### config.mk
export PLATFORM = sky130hd
export DESIGN_NAME = dsp_reply_frame_decoder_unit
export DESIGN_NICKNAME = d
export VERILOG_FILES = /design/src/hdl/rfd_pkg.sv /design/src/hdl/rfd_cfg_regs.sv /design/src/hdl/rfd_deframer.sv /design/src/hdl/rfd_reply_decoder.sv /design/src/hdl/dsp_reply_frame_decoder_unit.sv
export SDC_FILE = /design/constraint.sdc
export NUM_CORES = 1
export LEC_CHECK = 0
export BUFFER_PORTS_ARGS = -buffer_cell sky130_fd_sc_hd__buf_4
export CELL_PAD_IN_SITES_DETAIL_PLACEMENT = 1
export CELL_PAD_IN_SITES_GLOBAL_PLACEMENT = 1
export CORE_MARGIN = 2
export CORE_UTILIZATION = 50
export CTS_CLUSTER_SIZE = 25
export DETAILED_ROUTE_END_ITERATION = 10
export PLACE_DENSITY = 0.95
export SYNTH_ARGS = -nofsm -noshare
export SYNTH_HDL_FRONTEND = slang
export SYNTH_HIERARCHICAL = 1
export SYNTH_SLANG_ARGS = --single-unit
### constraint.sdc
create_clock -name aclk -period 28.8 [get_ports aclk]
set_input_delay 1.44 -clock aclk [delete_from_list [all_inputs] [get_ports aclk]]
set_output_delay 1.44 -clock aclk [all_outputs]
set_load 0.1 [all_outputs]
### src/hdl/rfd_pkg.sv
// Shared types and constants for the reply frame decoder.
package rfd_pkg;

    localparam logic [7:0] START_BYTE = 8'hF0;
    localparam int KEPT_PAYLOAD_BYTES = 8;
    localparam int KEPT_IDX_W = $clog2(KEPT_PAYLOAD_BYTES);
    localparam logic [7:0] LEN_PARAM_REPLY = 8'd8;
    localparam logic [7:0] LEN_PORT_REPLY = 8'd6;
    localparam logic [7:0] LEN_PROFILE_REPLY = 8'd8;
    localparam logic [15:0] PENDING_MAX = 16'hFFFF;

    localparam int CFG_ADDR_W = 3;
    localparam int CFG_DATA_W = 8;

    localparam logic [CFG_ADDR_W-1:0] CFG_TYPE_MODULE = 3'd0;
    localparam logic [CFG_ADDR_W-1:0] CFG_TYPE_SYSTEM = 3'd1;
    localparam logic [CFG_ADDR_W-1:0] CFG_ID_PARAM = 3'd2;
    localparam logic [CFG_ADDR_W-1:0] CFG_ID_READY = 3'd3;
    localparam logic [CFG_ADDR_W-1:0] CFG_ID_PORT = 3'd4;
    localparam logic [CFG_ADDR_W-1:0] CFG_ID_PROFILE = 3'd5;
    localparam logic [CFG_ADDR_W-1:0] CFG_EVENT_MASK = 3'd6;

    localparam logic KIND_BYTE = 1'b0;
    localparam logic KIND_REQUEST = 1'b1;

    localparam logic [2:0] EV_NONE = 3'd0;
    localparam logic [2:0] EV_PARAM = 3'd1;
    localparam logic [2:0] EV_PORT = 3'd2;
    localparam logic [2:0] EV_PROFILE = 3'd3;
    localparam logic [2:0] EV_READY = 3'd4;
    localparam logic [2:0] EV_REJECT = 3'd5;

    typedef struct packed {
        logic       kind;
        logic [7:0] rx_byte;
    } in_item_t;

    typedef struct packed {
        logic [2:0]         event_kind;
        logic [15:0]        module_number;
        logic [15:0]        parameter_slot;
        logic signed [31:0] parameter_value;
        logic [15:0]        port_f_bits;
        logic [15:0]        port_g_bits;
        logic [15:0]        port_h_bits;
        logic [31:0]        profile_period;
        logic [31:0]        profile_cycles;
        logic [15:0]        pending_count;
    } out_item_t;

    typedef struct packed {
        logic [7:0] type_module;
        logic [7:0] type_system;
        logic [7:0] id_param;
        logic [7:0] id_ready;
        logic [7:0] id_port;
        logic [7:0] id_profile;
        logic [2:0] event_mask;
    } cfg_t;

    typedef struct packed {
        logic                                done;
        logic [7:0]                          ftype;
        logic [7:0]                          fid;
        logic [7:0]                          flen;
        logic [KEPT_PAYLOAD_BYTES-1:0][7:0]  payload;
    } frame_t;

endpackage

### src/hdl/rfd_cfg_regs.sv
// Configuration register bank for the reply frame decoder.
module rfd_cfg_regs
    import rfd_pkg::*;
(
    input  logic                  aclk,
    input  logic                  aresetn,
    input  logic                  cfg_wr_en,
    input  logic [CFG_ADDR_W-1:0] cfg_addr,
    input  logic [CFG_DATA_W-1:0] cfg_wr_data,
    output cfg_t                  cfg
);

    cfg_t cfg_reg;
    cfg_t cfg_next;

    always_comb begin
        cfg_next = cfg_reg;
        if (cfg_wr_en) begin
            case (cfg_addr)
                CFG_TYPE_MODULE: cfg_next.type_module = cfg_wr_data;
                CFG_TYPE_SYSTEM: cfg_next.type_system = cfg_wr_data;
                CFG_ID_PARAM:    cfg_next.id_param = cfg_wr_data;
                CFG_ID_READY:    cfg_next.id_ready = cfg_wr_data;
                CFG_ID_PORT:     cfg_next.id_port = cfg_wr_data;
                CFG_ID_PROFILE:  cfg_next.id_profile = cfg_wr_data;
                CFG_EVENT_MASK:  cfg_next.event_mask = cfg_wr_data[2:0];
                default:         cfg_next = cfg_reg;
            endcase
        end
    end

    always_ff @(posedge aclk) begin
        if (!aresetn) begin
            cfg_reg.type_module <= 8'd0;
            cfg_reg.type_system <= 8'd1;
            cfg_reg.id_param <= 8'd0;
            cfg_reg.id_ready <= 8'd0;
            cfg_reg.id_port <= 8'd1;
            cfg_reg.id_profile <= 8'd2;
            cfg_reg.event_mask <= 3'd0;
        end else begin
            cfg_reg <= cfg_next;
        end
    end

    assign cfg = cfg_reg;

endmodule

### src/hdl/rfd_deframer.sv
// Byte deframer: header capture, payload store and frame completion.
module rfd_deframer
    import rfd_pkg::*;
(
    input  logic       aclk,
    input  logic       aresetn,
    input  logic       step,
    input  logic [7:0] rx_byte,
    output frame_t     frame
);

    typedef enum logic [2:0] {
        PH_START,
        PH_TYPE,
        PH_ID,
        PH_LEN,
        PH_PAYLOAD
    } phase_t;

    phase_t     phase_reg, phase_next;
    logic [7:0] type_reg, type_next;
    logic [7:0] id_reg, id_next;
    logic [7:0] len_reg, len_next;
    logic [7:0] cnt_reg, cnt_next;
    logic [8:0] cnt_sum;
    logic       done;
    logic       wr_en;
    logic [7:0] len_view;
    logic [KEPT_PAYLOAD_BYTES-1:0][7:0] store_reg;

    always_comb begin
        phase_next = phase_reg;
        type_next = type_reg;
        id_next = id_reg;
        len_next = len_reg;
        cnt_next = cnt_reg;
        cnt_sum = {1'b0, cnt_reg} + 9'd1;
        done = 1'b0;
        wr_en = 1'b0;
        len_view = len_reg;
        if (step) begin
            case (phase_reg)
                PH_START: begin
                    if (rx_byte == START_BYTE) begin
                        phase_next = PH_TYPE;
                    end
                end
                PH_TYPE: begin
                    type_next = rx_byte;
                    phase_next = PH_ID;
                end
                PH_ID: begin
                    id_next = rx_byte;
                    phase_next = PH_LEN;
                end
                PH_LEN: begin
                    len_next = rx_byte;
                    len_view = rx_byte;
                    cnt_next = 8'd0;
                    if (rx_byte == 8'd0) begin
                        done = 1'b1;
                    end else begin
                        phase_next = PH_PAYLOAD;
                    end
                end
                PH_PAYLOAD: begin
                    wr_en = (cnt_reg < 8'(KEPT_PAYLOAD_BYTES));
                    cnt_next = cnt_sum[7:0];
                    if (cnt_sum >= {1'b0, len_reg}) begin
                        done = 1'b1;
                    end
                end
                default: phase_next = PH_START;
            endcase
            if (done) begin
                cnt_next = 8'd0;
                phase_next = PH_START;
            end
        end
    end

    always_ff @(posedge aclk) begin
        if (!aresetn) begin
            phase_reg <= PH_START;
            type_reg <= 8'd0;
            id_reg <= 8'd0;
            len_reg <= 8'd0;
            cnt_reg <= 8'd0;
        end else begin
            phase_reg <= phase_next;
            type_reg <= type_next;
            id_reg <= id_next;
            len_reg <= len_next;
            cnt_reg <= cnt_next;
        end
    end

    always_ff @(posedge aclk) begin
        if (wr_en) begin
            store_reg[cnt_reg[KEPT_IDX_W-1:0]] <= rx_byte;
        end
    end

    // decode sees the byte being written this cycle
    always_comb begin
        frame.done = done;
        frame.ftype = type_reg;
        frame.fid = id_reg;
        frame.flen = len_view;
        for (int i = 0; i < KEPT_PAYLOAD_BYTES; i++) begin
            if (wr_en && (cnt_reg[KEPT_IDX_W-1:0] == KEPT_IDX_W'(i))) begin
                frame.payload[i] = rx_byte;
            end else begin
                frame.payload[i] = store_reg[i];
            end
        end
    end

endmodule

### src/hdl/rfd_reply_decoder.sv
// Reply decode, field assembly and pending request counter.
module rfd_reply_decoder
    import rfd_pkg::*;
(
    input  logic      aclk,
    input  logic      aresetn,
    input  logic      step,
    input  logic      kind,
    input  frame_t    frame,
    input  cfg_t      cfg,
    output out_item_t result
);

    logic [15:0] count_reg, count_next;
    logic        reply_ok;
    logic [7:0][7:0] p;

    assign p = frame.payload[7:0];

    always_comb begin
        result = '0;
        result.event_kind = EV_NONE;
        reply_ok = 1'b0;
        if (kind == KIND_BYTE && frame.done) begin
            if (frame.ftype == cfg.type_module) begin
                if (frame.fid == cfg.id_param && frame.flen >= LEN_PARAM_REPLY) begin
                    reply_ok = 1'b1;
                    if (cfg.event_mask[0]) begin
                        result.event_kind = EV_PARAM;
                        result.module_number = {p[1], p[0]};
                        result.parameter_slot = {p[3], p[2]};
                        result.parameter_value = {p[7], p[6], p[5], p[4]};
                    end
                end else begin
                    result.event_kind = EV_REJECT;
                end
            end else if (frame.ftype == cfg.type_system) begin
                if (frame.fid == cfg.id_ready) begin
                    reply_ok = 1'b1;
                    result.event_kind = EV_READY;
                end else if (frame.fid == cfg.id_port) begin
                    if (frame.flen < LEN_PORT_REPLY) begin
                        result.event_kind = EV_REJECT;
                    end else begin
                        reply_ok = 1'b1;
                        if (cfg.event_mask[1]) begin
                            result.event_kind = EV_PORT;
                            result.port_f_bits = {p[1], p[0]};
                            result.port_g_bits = {p[3], p[2]};
                            result.port_h_bits = {p[5], p[4]};
                        end
                    end
                end else if (frame.fid == cfg.id_profile) begin
                    if (frame.flen < LEN_PROFILE_REPLY) begin
                        result.event_kind = EV_REJECT;
                    end else begin
                        reply_ok = 1'b1;
                        if (cfg.event_mask[2]) begin
                            result.event_kind = EV_PROFILE;
                            result.profile_period = {p[3], p[2], p[1], p[0]};
                            result.profile_cycles = {p[7], p[6], p[5], p[4]};
                        end
                    end
                end else begin
                    result.event_kind = EV_REJECT;
                end
            end else begin
                result.event_kind = EV_REJECT;
            end
        end

        count_next = count_reg;
        if (step) begin
            if (kind == KIND_REQUEST) begin
                if (count_reg != PENDING_MAX) begin
                    count_next = count_reg + 16'd1;
                end
            end else if (reply_ok && count_reg != 16'd0) begin
                count_next = count_reg - 16'd1;
            end
        end
        result.pending_count = count_next;
    end

    always_ff @(posedge aclk) begin
        if (!aresetn) begin
            count_reg <= 16'd0;
        end else begin
            count_reg <= count_next;
        end
    end

endmodule

### src/hdl/dsp_reply_frame_decoder_unit.sv
// Top level of the reply frame decoder: request and result registers around the decode.
//
// Input channel s_valid/s_ready/s_data carries one request per cycle while s_ready is
// high: a received link byte (kind 0) or a note that a command went out expecting a
// reply (kind 1). Result channel m_valid/m_ready/m_data returns exactly one result per
// request: the event kind, the decoded little-endian reply fields (zero when not part
// of the event) and the outstanding reply count after that request.
// The request register feeds the decode and counter update, which load the result
// register when the request advances. Throughput is one request per cycle while
// the receiver accepts results; the parser state and the pending counter are
// updated in the single decode step, which sets that figure.
// When the receiver stalls the result register holds and the request register
// still takes one more request; s_ready falls only when both are full.
// Synchronous active-low reset empties both registers, returns the parser to
// waiting for a start byte, clears the counter and loads the register defaults.
// The cfg_wr_en/cfg_addr/cfg_wr_data port writes one register per cycle.
module dsp_reply_frame_decoder_unit
    import rfd_pkg::*;
(
    input  logic                  aclk,
    input  logic                  aresetn,
    input  logic                  s_valid,
    output logic                  s_ready,
    input  in_item_t              s_data,
    output logic                  m_valid,
    input  logic                  m_ready,
    output out_item_t             m_data,
    input  logic                  cfg_wr_en,
    input  logic [CFG_ADDR_W-1:0] cfg_addr,
    input  logic [CFG_DATA_W-1:0] cfg_wr_data
);

    logic      in_valid_reg;
    in_item_t  in_data_reg;
    logic      out_valid_reg;
    out_item_t out_data_reg;
    logic      advance;
    logic      byte_step;
    cfg_t      cfg;
    frame_t    frame;
    out_item_t result;

    assign advance = in_valid_reg && (!out_valid_reg || m_ready);
    assign s_ready = !in_valid_reg || advance;
    assign byte_step = advance && (in_data_reg.kind == KIND_BYTE);

    always_ff @(posedge aclk) begin
        if (!aresetn) begin
            in_valid_reg <= 1'b0;
            out_valid_reg <= 1'b0;
        end else begin
            if (s_ready) begin
                in_valid_reg <= s_valid;
            end
            if (advance) begin
                out_valid_reg <= 1'b1;
            end else if (m_ready) begin
                out_valid_reg <= 1'b0;
            end
        end
    end

    always_ff @(posedge aclk) begin
        if (s_ready && s_valid) begin
            in_data_reg <= s_data;
        end
        if (advance) begin
            out_data_reg <= result;
        end
    end

    rfd_cfg_regs u_cfg (
        .aclk        (aclk),
        .aresetn     (aresetn),
        .cfg_wr_en   (cfg_wr_en),
        .cfg_addr    (cfg_addr),
        .cfg_wr_data (cfg_wr_data),
        .cfg         (cfg)
    );

    rfd_deframer u_deframer (
        .aclk    (aclk),
        .aresetn (aresetn),
        .step    (byte_step),
        .rx_byte (in_data_reg.rx_byte),
        .frame   (frame)
    );

    rfd_reply_decoder u_decoder (
        .aclk    (aclk),
        .aresetn (aresetn),
        .step    (advance),
        .kind    (in_data_reg.kind),
        .frame   (frame),
        .cfg     (cfg),
        .result  (result)
    );

    assign m_valid = out_valid_reg;
    assign m_data = out_data_reg;

    a_ready_when_empty: assert property (@(posedge aclk) disable iff (!aresetn)
        !in_valid_reg |-> s_ready)
        else $error("input stage empty but not ready");

    a_param_fields_zero: assert property (@(posedge aclk) disable iff (!aresetn)
        m_valid && m_data.event_kind != EV_PARAM |->
            m_data.module_number == 16'd0 && m_data.parameter_value == 32'sd0)
        else $error("param fields set outside a param value event");

    a_request_counts: assert property (@(posedge aclk) disable iff (!aresetn)
        advance && in_data_reg.kind == KIND_REQUEST |=> m_data.pending_count != 16'd0)
        else $error("request left pending count at zero");

    a_request_no_event: assert property (@(posedge aclk) disable iff (!aresetn)
        advance && in_data_reg.kind == KIND_REQUEST |=> m_data.event_kind == EV_NONE)
        else $error("request produced an event");

endmodule

* After elaboration in Yosys (flattened, before gate mapping)
Index checks and enable logic that the tools add are counted. Widths: inputs -> output; s select.
Word-level totals: bits in registers 372, word-level logic and storage cells 172, output and inout port bits 197, bits of input ports 25
Cells by class: reductions and logical operators 40, eq/ne operators 28, $add $sub $neg 3, magnitude comparators 7, bitwise gates (word level) 7, muxes and demuxes 52
Operator list (count):
- $mux 8 | 12
- $mux 65 | 1
- $bwmux 64 | 1
- $mux 16 | 4
- $eq 8x8->1 | 6
- $mux 3 | 11
- $demux 8 s3 | 1
- $eq 3x3->1 const B | 8
- $reduce_and 2->1 | 10
- $eq 3x2->1 const B | 6
- $mux 1 | 17
- $add 16x1->16 const B | 1
- $lt 8x4->1 const B | 2
- $ne 16x16->1 const B | 1
- $pmux 8 s2 | 1
- $reduce_bool 16->1 | 1
- $sub 16x1->16 const B | 1
- $logic_and 1x1->1 | 15
- $pmux 3 s5 | 1
- $add 8x1->9 const B | 1
- $eq 3x1->1 const B | 3
- $ge 9x8->1 | 1
- $logic_not 3->1 | 3
- $eq 8x8->1 const B | 1
- 18 further kinds | 28

* Logic depth before layout (Yosys ltp)
Gate-level depths: netlist of run 1.
depth in word-level cells 17, gate-level depth with buffers 20, depth with buffers taken out 17

* Cells and area by module
The synthesis of run 1 kept the hierarchy.
By module, submodules not included:
- dsp_reply_frame_decoder_unit | area each 6227.2 sq um, seq. area each 6165.9 sq um, cells an instance 214, times used 1
- rfd_deframer | area each 4819.6 sq um, seq. area each 2622.5 sq um, cells an instance 375, times used 1
- rfd_reply_decoder | area each 3390.8 sq um, seq. area each 320.3 sq um, cells an instance 501, times used 1
- rfd_cfg_regs | area each 1906.8 sq um, seq. area each 1021.0 sq um, cells an instance 183, times used 1

* Worst setup path before layout of run 1
OpenSTA, ideal clock, no wires.
kind in2reg, start input port m_ready, end register out_data_reg (netlist bit m_data[2]), data pin, required time 28545 ps, stages on the path 7, arrival 12146 ps, path slack 16400 ps, library setup time 255 ps, buffers on the path 0, cell sequence nor2b_4 nor2b_1 o31ai_1 or2_2 and3b_2 o21ai_0 and2_1
RTL lines:
- from (decl) | RTL line dsp_reply_frame_decoder_unit.sv:26 | input logic m_ready,
- to (signal assigned) | RTL line dsp_reply_frame_decoder_unit.sv:68 | out_data_reg <= result;
- to (decl) | RTL line dsp_reply_frame_decoder_unit.sv:36 | out_item_t out_data_reg;

==> metrics.cfg, run 1 <==
[clock_tree]
ctsHtreeMaxLevel=2
cts_resized=0
cts_buffers=39
cts_setup_buffers=0
clkSlewWorstSetupHoldPaths_ps=60
cts-root-buf=clkbuf_16
worstSkewPairLatency_ps=540
cts_tree=done
clk_path_buf_depth=3
clock-sinks=372
cts_hold_buf=0

[placement]
numPortBuffers=221
dp_cells=1875
gp_congestion=0.854
pre_cts_ws_ps=23550
hpwl_um=29400

[critical_path]
cpMaxStageDelayCell=a211oi_2
path_common_cell=buf_4
worstPathArrival_ps=5040
max_stage_delay_ps=560
required_ps=29060
endpoint_kind=flop
path_max_fanout=10
crit_path_cell_trace=buf_4 > nor2b_4 > nor3b_1 > buf_4 > nand4b_1 > mux2_2 > or4_4 > a211o_1 > nand3_1 > o211ai_2 > a211oi_2 > nor3_1 > xor2_1
worstSetupStartpointType=primary input
path_delay_family=simple AND/OR/NAND/NOR gates
rrSetupSlack_ps=24160
crit_type=primary input to flop
worst-path-buf-inv=2

[power]
power.internal_uw=881
powerDensity_mw_per_mm2=61.4
p_switching_uw=322
peakVddDrop_mv=0.0381
power_frac_clock_pct=39.9
p_seq_share_pct=49.6
p_leak_uw=0.00819
total_power_uw=1200
power_frac_comb_pct=10.4
netSwitchingFraction_pct=26.7

[timing]
setup_viol=0
fmaxAchievable_mhz=209
grt_setup_unrepaired=false
finalHoldViolCount=0
finClkSkew_ps=18.5
tightest_slew_ps=1230
setup_tns_ps=0
final.period_utilization_pct=16.6
fin_hold_ws_ps=472
finalMaxSlewViolations=0
min_period_ps=4780
relSlewSlack_pct=17.5
layout_setup_ws_ps=24020

[layout]
antennaDiodeCount=0
final_cells=1945
area_growth_pct=19.8
drive_above_1_share_pct=26.0
n_fill_cell=3220
nNetsFinal=1516
largest_reg_flops=195

[synthesis]
ys_warn_count=6
synth_cells=1273
synth.distinct_cells=76
syn_area_per_cell_um2=12.8
synth_area_mm2=0.0163
syn_nets=1315
synth-async-reset-ratio_pct=0
synth-seq-cells=372
synth-edff-count=268
ys.flop_type=edfxtp_1
yosysSeqAreaShare_pct=62.0

[routing]
wl_per_cell_um=24.3
via_per_inst=5.81
drtIter0Drc=935
dr.pass1.iters=5
dr_total_vias=11300
drc=0
ant_nets=0
totalWireLength_um=47200

[floorplan]
start_util_pct=50.5
rows=66
chipWidth_um=185
die_area_mm2=0.0342
core_mm2=0.0324
io_pins=222
die_h_um=185

[job]
maxCapViolations=0

[grt]
grt_pass1_vias=12000
antenna_found_initial=1
grt_max_degree=129
overflow=0
grt_first_pass_wirelength_um=71600
gr-usage-all-layers_pct=27.3

[run_status]
status=finished clean

[worst_hold_path]
hold_path.class=flop to flop

==> cells by family after synthesis <==
family,Yosys count,share of synthesized area [%]
fa+ha+maj,17,1.30
mux,147,9.55
flops,372,62.0
compound gates,81,3.58
buf+inv,102,2.68
simple gates,494,17.7
xor+xnor,60,3.22
==> per-stage QoR <==
| step | utilization (%) | area [um^2] |
|---|---|---|
| floorplan | - | 16300 |
| global placement | 56.8 | 18400 |
| detailed placement | 56.8 | 18400 |
| CTS | 60.5 | 19600 |
| global route | 60.5 | 19600 |
| finish | 60.5 | 19600 |
==> power by group through the flow <==
stage          Combinational [uW]  Sequential (uW)  Clock (uW)
5_1_grt                       129              598         506
2_1_floorplan                23.8              680           0
3_5_place_dp                  125              608           0
3_3_place_gp                  122              607           0
4_1_cts                       125              597         490
6_report                      125              597         480
==> layer usage <==
layer / vias to the layer above / part of all wire, % / track usage, %
met5: - / 0.028 / 0
met4: 2 / 3.8 / 11.8
met3: 115 / 5.1 / 3.78
met2: 401 / 53 / 50.4
met1: 5707 / 39 / 31.7
li1: 5070 / - / -
==> Yosys cell counts (4+ instances only) <==
cell type  number  share of area, %
a211oi_1        5              0.23
a21boi_0        4              0.18
a21oi_1        16              0.49
and2_1         67               2.6
and3_1        133               5.1
buf_2          11              0.34
buf_6           5              0.34
clkbuf_1       59               1.4
dfxtp_1       104                13
edfxtp_1      268                49
ha_1           17               1.3
inv_1          23              0.53
mux2_2         69               4.8
mux2i_1        75               4.6
nand2_1       102               2.3
nand2b_1       13              0.50
nand3_1        22              0.67
nand4_1        13              0.50
nand4b_1        5              0.27
nor2_1         25              0.57
nor2b_1        24              0.92
nor3_1         25              0.77
nor3b_1         4              0.18
nor4_1         18              0.69
o21a_1          9              0.41
o21ai_0         8              0.24
o31ai_1         9              0.41
or3_1           5              0.19
xnor2_1        16              0.86
xor2_1         44               2.4
==> layout by cell type (no fill, tap or decap), types with 4 or more instances in the layout <==
cell type and n:
o21ai_0 8, o31ai_1 9, nand4b_1 5, xor2_1 44
a21oi_1 16, nand2b_1 13, mux2_2 69, nor2_1 24
o21a_1 9, nor3b_1 4, a21boi_0 4, mux2i_1 75
edfxtp_1 268, nand3_1 22, clkbuf_8 5, inv_1 23
ha_1 17, or3_1 5, nor3_1 23, xnor2_1 16
clkbuf_16 40, buf_4 238, dfxtp_1 104, a211oi_1 5
and3_1 133, nand4_1 13, nand2_1 102, and2_1 67
clkinv_2 4, clkbuf_1 19, nor2b_1 22, nor4_1 17
==> final timing paths <==
check                        start       endpoint  depth (start not counted)
max reg2reg  u_deframer/cnt_reg[2]      m_data[4]                         17
min                  u_cfg/cfg[32]  u_cfg/cfg[32]                          2
max                        m_ready      m_data[4]                         13
min reg2reg          u_cfg/cfg[32]  u_cfg/cfg[32]                          2
==> final cells by class <==
cell class,count,area [um^2],share of cell area [%]
well taps,442,553,2.83
inverters,24,90.1,0.460
flip-flops and latches,372,10100,51.7
repair buffers,238,1790,9.13
multi-input cells,799,5820,29.7
clock inverters,6,52.6,0.268
clock buffers,64,1140,5.83
==> worst register-to-register path, stage by stage, from the launching register on <==
cell,delay [ps]
dfxtp_1,650
nand3_1,360
nor2_1,200
xnor2_1,160
inv_1,70
ha_1,280
o21a_1,190
o21ai_0,320
a211oi_1,90
buf_4,200
o21a_1,210
o21a_1,210
nor2b_4,150
o21a_1,170
and2_4,180
a211oi_2,540
nor3_1,190
xor2_1,180
Power figures use the tool's default switching activity.
==> inputs of run 2 (changes only) <==
--- a/config.mk
+++ b/config.mk
@@ -9,10 +9,10 @@
 export CELL_PAD_IN_SITES_DETAIL_PLACEMENT = 1
 export CELL_PAD_IN_SITES_GLOBAL_PLACEMENT = 1
 export CORE_MARGIN = 2
-export CORE_UTILIZATION = 50
+export CORE_UTILIZATION = 47
 export CTS_CLUSTER_SIZE = 25
 export DETAILED_ROUTE_END_ITERATION = 10
-export PLACE_DENSITY = 0.95
+export PLACE_DENSITY = 0.92
 export SYNTH_ARGS = -nofsm -noshare
 export SYNTH_HDL_FRONTEND = slang
 export SYNTH_HIERARCHICAL = 1
==> constraint.sdc (replaced) <==
create_clock -name aclk -period 4.7 [get_ports aclk]
set_input_delay 0.235 -clock aclk [delete_from_list [all_inputs] [get_ports aclk]]
set_output_delay 0.235 -clock aclk [all_outputs]
set_load 0.1 [all_outputs]
==> run 2 against run 1 <==
Effect of this change: wire length is 8.2% lower; cell count is 1.5% higher; register-to-register slack worse by 24000 ps; utilization is 2.8 points lower; global-route usage is 3.9 points lower; flip-flop and latch count stayed put; worst hold slack worse by 420 ps; critical path depth is 5 higher; sequential power grew to 6.1 times the previous value; die area is 6.2% higher; sequential share of layout area is 0.66 points lower; critical path type is now flop to flop; highest routed layer is now met4.
==> metrics.cfg, run 2 (synthesis results as in run 1) <==
[routing]
via_per_inst=5.55  ; -4.4%
wl_per_cell_um=21.9  ; -9.5%
dr.pass1.iters=5  ; unchanged
dr_total_vias=11000  ; -2.9%
drtIter0Drc=624  ; -33%
ant_nets=0  ; unchanged
drc=0  ; unchanged
totalWireLength_um=43300  ; -8.2%

[timing]
layout_setup_ws_ps=368  ; -23660 ps
final.period_utilization_pct=92.2
min_period_ps=4330
setup_viol=0  ; unchanged
finalHoldViolCount=0  ; unchanged
relSlewSlack_pct=12.6  ; -4.9 points
finClkSkew_ps=21.5  ; +3.02 ps
tightest_slew_ps=1300  ; +72.9 ps
finalMaxSlewViolations=0  ; unchanged
grt_setup_unrepaired=false
fmaxAchievable_mhz=231

[layout]
n_fill_cell=3464  ; +7.6%
area_growth_pct=21.4
design_area_mm2=0.0198  ; +1.3%
largest_reg_flops=195  ; unchanged
multi_input_area_mm2=0.00584  ; +0.24%
mostFrequentLayoutCells=268 x edfxtp_1, 244 x buf_4, 133 x and3_1
final_core_util_pct=57.7  ; -2.8 points
antennaDiodeCount=0  ; unchanged
layout_commonest_cell=edfxtp_1
final_cells=1975  ; +1.5%
drive_above_1_share_pct=26.8  ; +0.83 points
nNetsFinal=1535  ; +1.3%
seq_area_mm2=0.0101  ; about the same

[power]
power_frac_comb_pct=10.7  ; +0.3 points
p_seq_share_pct=49.1  ; -0.5 points
power.internal_uw=5470  ; +520%
netSwitchingFraction_pct=26.2  ; -0.54 points
powerDensity_mw_per_mm2=374  ; +510%
power_frac_clock_pct=40.2  ; +0.3 points
p_leak_uw=0.00832  ; +1.6%
p_switching_uw=1940  ; +500%
peakVddDrop_mv=0.268  ; +600%

[floorplan]
die_area_mm2=0.0363  ; +6.2%
core_mm2=0.0344  ; +6.2%
chipWidth_um=190  ; +3.1%
rows=68  ; +3.0%
die_h_um=190  ; +3.1%
start_util_pct=47.6  ; -2.9 points
io_pins=222  ; unchanged

[clock_tree]
cts_tree=done
cts_buffers=39  ; unchanged
clock-sinks=372  ; unchanged
cts-root-buf=clkbuf_16
clk_path_buf_depth=3  ; unchanged
clkSlewWorstSetupHoldPaths_ps=60  ; about the same
ctsHtreeMaxLevel=2  ; unchanged
worstSkewPairLatency_ps=530  ; about the same
cts_resized=0  ; unchanged

[critical_path]
crit_type=flop to flop
crit_path_cell_trace=ha_1 > nand2_1 > nor2_1 > xnor2_1 > inv_1 > ha_1 > o21a_1 > o21ai_0 > a211oi_1 > o21a_1 > o21a_1 > nor2b_4 > o21ai_0 > nor3_2 > a211oi_2 > buf_4 > or4_4 > xnor2_1
required_ps=4970  ; -24090 ps
max_stage_delay_ps=530  ; -30 ps
cpMaxStageDelayCell=or4_4
endpoint_kind=flop
worstPathArrival_ps=4610  ; -430 ps
rrSetupSlack_ps=370  ; -23790 ps
path_common_cell=o21a_1
path_delay_family=simple AND/OR/NAND/NOR gates
worst-path-buf-inv=2  ; unchanged
path_max_fanout=10  ; unchanged
worstSetupStartpointType=flop

[grt]
grt-busiest-layer=met2
grt_use_met3_pct=2.54  ; -1.2 points
grt_first_pass_wirelength_um=66200  ; -7.5%
grt_pass1_vias=11500  ; -4.6%
gr-usage-all-layers_pct=23.4  ; -3.9 points
grtUsageMet2_pct=43.3  ; -7.1 points
grt_max_degree=177  ; +37%
overflow=0  ; unchanged
antenna_found_initial=0  ; -1
grt_util_met1_pct=29.3  ; -2.4 points

[placement]
hpwl_um=27900  ; -5.3%
gp_congestion=0.827  ; -3.1%
numPortBuffers=221  ; unchanged
dp_cells=1895  ; +1.1%
pre_cts_ws_ps=452  ; -23100 ps
postPlaceCellArea_mm2=0.0185  ; +0.54%

[worst_hold_path]
hold_path.class=primary input to flop

[job]
maxCapViolations=0  ; unchanged

[run_status]
status=finished clean

[run 2: cell type report]
type / count / share of cell area (%)
clock buffers: 50 / 5.60
clock inverters: 18 / 0.624
inverters: 24 / 0.454
multi-input cells: 799 / 29.4
flip-flops and latches: 372 / 51.1
well taps: 455 / 2.87
repair buffers: 257 / 9.94
[run 2: metal layers]
metal,share of wire [%],wire (um)
met5,0,0
met4,1.7,717
met1,42,18100
met2,53,22900
met3,3.7,1590
[run 2: power groups by stage]
stage	clock network (uW)	logic [uW]	registers, uW
5_1_grt	3160	821	3640
3_5_place_dp	0	784	3710
3_3_place_gp	0	770	3700
6_report	2980	793	3640
2_1_floorplan	0	147	4150
4_1_cts	3030	795	3640
[run 2: path summary, 6_finish.rpt]
kind              endpoint                   from  depth (start not counted)
max             m_data[10]  u_deframer/cnt_reg[0]                         18
min                m_valid                m_ready                          3
max reg2reg     m_data[10]  u_deframer/cnt_reg[0]                         18
min reg2reg  u_cfg/cfg[32]          u_cfg/cfg[32]                          2
[run 2: timing repair]
action,4_1_cts,5_1_grt
endpoints found under the hold margin,12,0
buffers inserted,0,0
hold buffers,12,0
[run 2: worst register-to-register path, delay by kind of cell (launching register included)]
family / cells / cell delay, ps
AOI/OAI and AO/OA: 7 / 1120
buffers and inverters: 2 / 260
DFF: 1 / 520
xor gates and xnor gates: 2 / 300
adders and majority gates: 2 / 620
and+or+nand+nor: 5 / 1280
[run 2: metrics by stage]
stage	TNS, ps	hold slack [ps]	power, uW
2_1_floorplan	-3520	334	4290
3_3_place_gp	0	415	4470
3_5_place_dp	0	416	4490
4_1_cts	0	29.8	7470
5_1_grt	0	49.3	7620
6_report	0	48.9	7410
==> inputs of run 3 (changes only) <==
--- a/config.mk
+++ b/config.mk
@@ -13,6 +13,7 @@
 export CTS_CLUSTER_SIZE = 25
 export DETAILED_ROUTE_END_ITERATION = 10
 export PLACE_DENSITY = 0.92
+export SETUP_SLACK_MARGIN = 0.4
 export SYNTH_ARGS = -nofsm -noshare
 export SYNTH_HDL_FRONTEND = slang
 export SYNTH_HIERARCHICAL = 1
==> run 3 against run 2 <==
Effect of this change: flip-flop and latch count unchanged; power up 1.9%; utilization up 0.26 points; critical path type unchanged; largest power group unchanged; sequential power about the same; worst hold slack better by 14 ps; die area unchanged; critical path depth unchanged; wire length down 0.19%; non-clock buffer count up 2; critical endpoint unchanged.
==> metrics.cfg, run 3 (synthesis results as in run 1) <==
[run_status]
status=finished clean

[timing]
final.period_utilization_pct=86.9  ; -5.3 points
finClkSkew_ps=20.8  ; -0.708 ps
tightest_slew_ps=1350  ; +50.6 ps
layout_setup_ws_ps=617  ; +249 ps
relSlewSlack_pct=9.21  ; -3.4 points
min_period_ps=4080  ; -249 ps
fin_hold_ws_ps=62.8  ; +13.8 ps
fmaxAchievable_mhz=245  ; +6.1%
setup_tns_ps=0  ; unchanged
setup_viol=0  ; unchanged
grt_setup_unrepaired=false
finalMaxSlewViolations=0  ; unchanged
finalHoldViolCount=0  ; unchanged

[critical_path]
path_common_cell=o21a_1
worst-path-buf-inv=2  ; unchanged
cpMaxStageDelayCell=or4_4
rrSetupSlack_ps=620  ; +250 ps
crit_path_cell_trace=ha_2 > nand2_1 > nor2_1 > xnor2_1 > inv_1 > ha_1 > o21a_1 > o21ai_0 > a211oi_1 > o21a_1 > o21a_1 > nor2b_4 > o21ai_0 > nor3_2 > a211oi_2 > buf_4 > or4_4 > xnor2_1
path_delay_family=simple AND/OR/NAND/NOR gates
worstPathArrival_ps=4350  ; -260 ps
max_stage_delay_ps=530  ; about the same
required_ps=4960  ; about the same
endpoint_kind=flop
crit_type=flop to flop
path_max_fanout=10  ; unchanged
worstSetupStartpointType=flop

[worst_hold_path]
hold_path.class=primary input to flop

[routing]
dr_wl_met3_um=1750  ; +10%
dr_wl_met2_um=22900  ; +0.23%
totalWireLength_um=43300  ; -0.19%
top_layer_used=met4
via_per_inst=5.58  ; +0.52%
drtIter0Drc=658  ; +5.4%
wl_met1_um=17700  ; -2.2%
dr.pass1.iters=5  ; unchanged
ant_nets=0  ; unchanged
wl_per_cell_um=21.8  ; -0.50%
drc=0  ; unchanged
dr_total_vias=11100  ; +0.82%

[layout]
layout_commonest_cell=edfxtp_1
design_area_mm2=0.0199  ; +0.45%
drive_above_1_share_pct=27.0  ; +0.16 points
nNetsFinal=1538  ; +0.20%
largest_reg_flops=195  ; unchanged
mostFrequentLayoutCells=268 x edfxtp_1, 246 x buf_4, 133 x and3_1
area_growth_pct=21.9
antennaDiodeCount=0  ; unchanged

[floorplan]
die_area_mm2=0.0363  ; unchanged
io_pins=222  ; unchanged
rows=68  ; unchanged
start_util_pct=47.6  ; unchanged
die_h_um=190  ; unchanged
core_mm2=0.0344  ; unchanged
chipWidth_um=190  ; unchanged

[clock_tree]
clkSlewWorstSetupHoldPaths_ps=60  ; about the same
ctsHtreeMaxLevel=2  ; unchanged
cts-root-buf=clkbuf_16
cts_tree=done
clk_path_buf_depth=3  ; unchanged
cts_buffers=40  ; +2.6%
clock-sinks=372  ; unchanged
worstSkewPairLatency_ps=530  ; about the same

[placement]
gp_congestion=0.845  ; +2.2%
postPlaceCellArea_mm2=0.0185  ; unchanged
hpwl_um=27800  ; -0.27%
numPortBuffers=221  ; unchanged
pre_cts_ws_ps=497  ; +44.6 ps

[grt]
grt_pass1_vias=11600  ; +0.64%
grt_max_degree=129  ; -27%
grt_first_pass_wirelength_um=65900  ; -0.51%
gr-usage-all-layers_pct=23.3  ; -0.11 points
antenna_found_initial=1  ; +1
overflow=0  ; unchanged

[power]
total_power_uw=7550  ; +1.9%
p_leak_uw=0.00834  ; +0.23%
peakVddDrop_mv=0.239  ; -11%
powerDensity_mw_per_mm2=379  ; +1.4%

[job]
maxCapViolations=0  ; unchanged

run 3: cell count changes in the layout (fill, tap and decap cells not counted), moves of 2 or more:
cell       previous run  this run
dfxtp_2               0         2
buf_4               244       246
clkinv_2             10         3
dfxtp_1             103       101
bufinv_16             1         4
clkbuf_1              5        13
inv_6                 1         3
run 3: metrics by stage:
step / utilization [%] / cells
2_1_floorplan: - / 1273
3_3_place_gp: 53.8 / 1895
3_5_place_dp: 53.8 / 1895
4_1_cts: 57.9 / 1979
5_1_grt: 58.0 / 1981
6_report: 58.0 / 1981
run 3: area by class of cell:
class / instances / area, um^2
sequential: 372 / 10100
tap: 455 / 569
inverter: 24 / 90.1
fill: 3450 / 14400
multi-input combinational: 799 / 5850
clock inverter: 16 / 193
clock buffer: 56 / 1100
timing repair buffer: 259 / 1990
run 3: path summary, 6_finish.rpt:
path	startpoint	endpoint	cells after the start
hold / removal	m_ready	m_valid	3
setup reg to reg	u_deframer/cnt_reg[0]	m_data[10]	18
setup / recovery	u_deframer/cnt_reg[0]	m_data[10]	18
hold reg to reg	u_cfg/cfg[0]	u_cfg/cfg[0]	2
run 3: worst reg2reg max path: cells and delay by family (launching register included):
family | cells | cell delay [ps]
AOI/OAI and AO/OA | 7 | 1060
xor gates and xnor gates | 2 | 290
adders and majority gates | 2 | 550
buffers and inverters | 2 | 260
DFF | 1 | 440
and+or+nand+nor | 5 | 1190
run 3: metal layers:
metal | vias up | GRT usage, %
met5 | - | 0
met4 | 0 | 5.69
met3 | 53 | 2.71
met2 | 327 | 43.7
met1 | 5563 | 28.5
li1 | 5112 | -
run 3: what timing repair did:
| item | CTS | global route |
|---|---|---|
| hold endpoints to repair | 13 | 0 |
| resized for setup | 0 | 5 |
| hold buffers | 12 | 0 |
| endpoints found under the setup margin | 0 | 14 |
| setup buffers | 0 | 2 |
run 3: report_power, final:
| part | total (uW) | switching, uW | internal, uW |
|---|---|---|---|
| clock | 3120 | 1260 | 1860 |
| combinational | 797 | 643 | 154 |
| sequential | 3630 | 42.3 | 3590 |
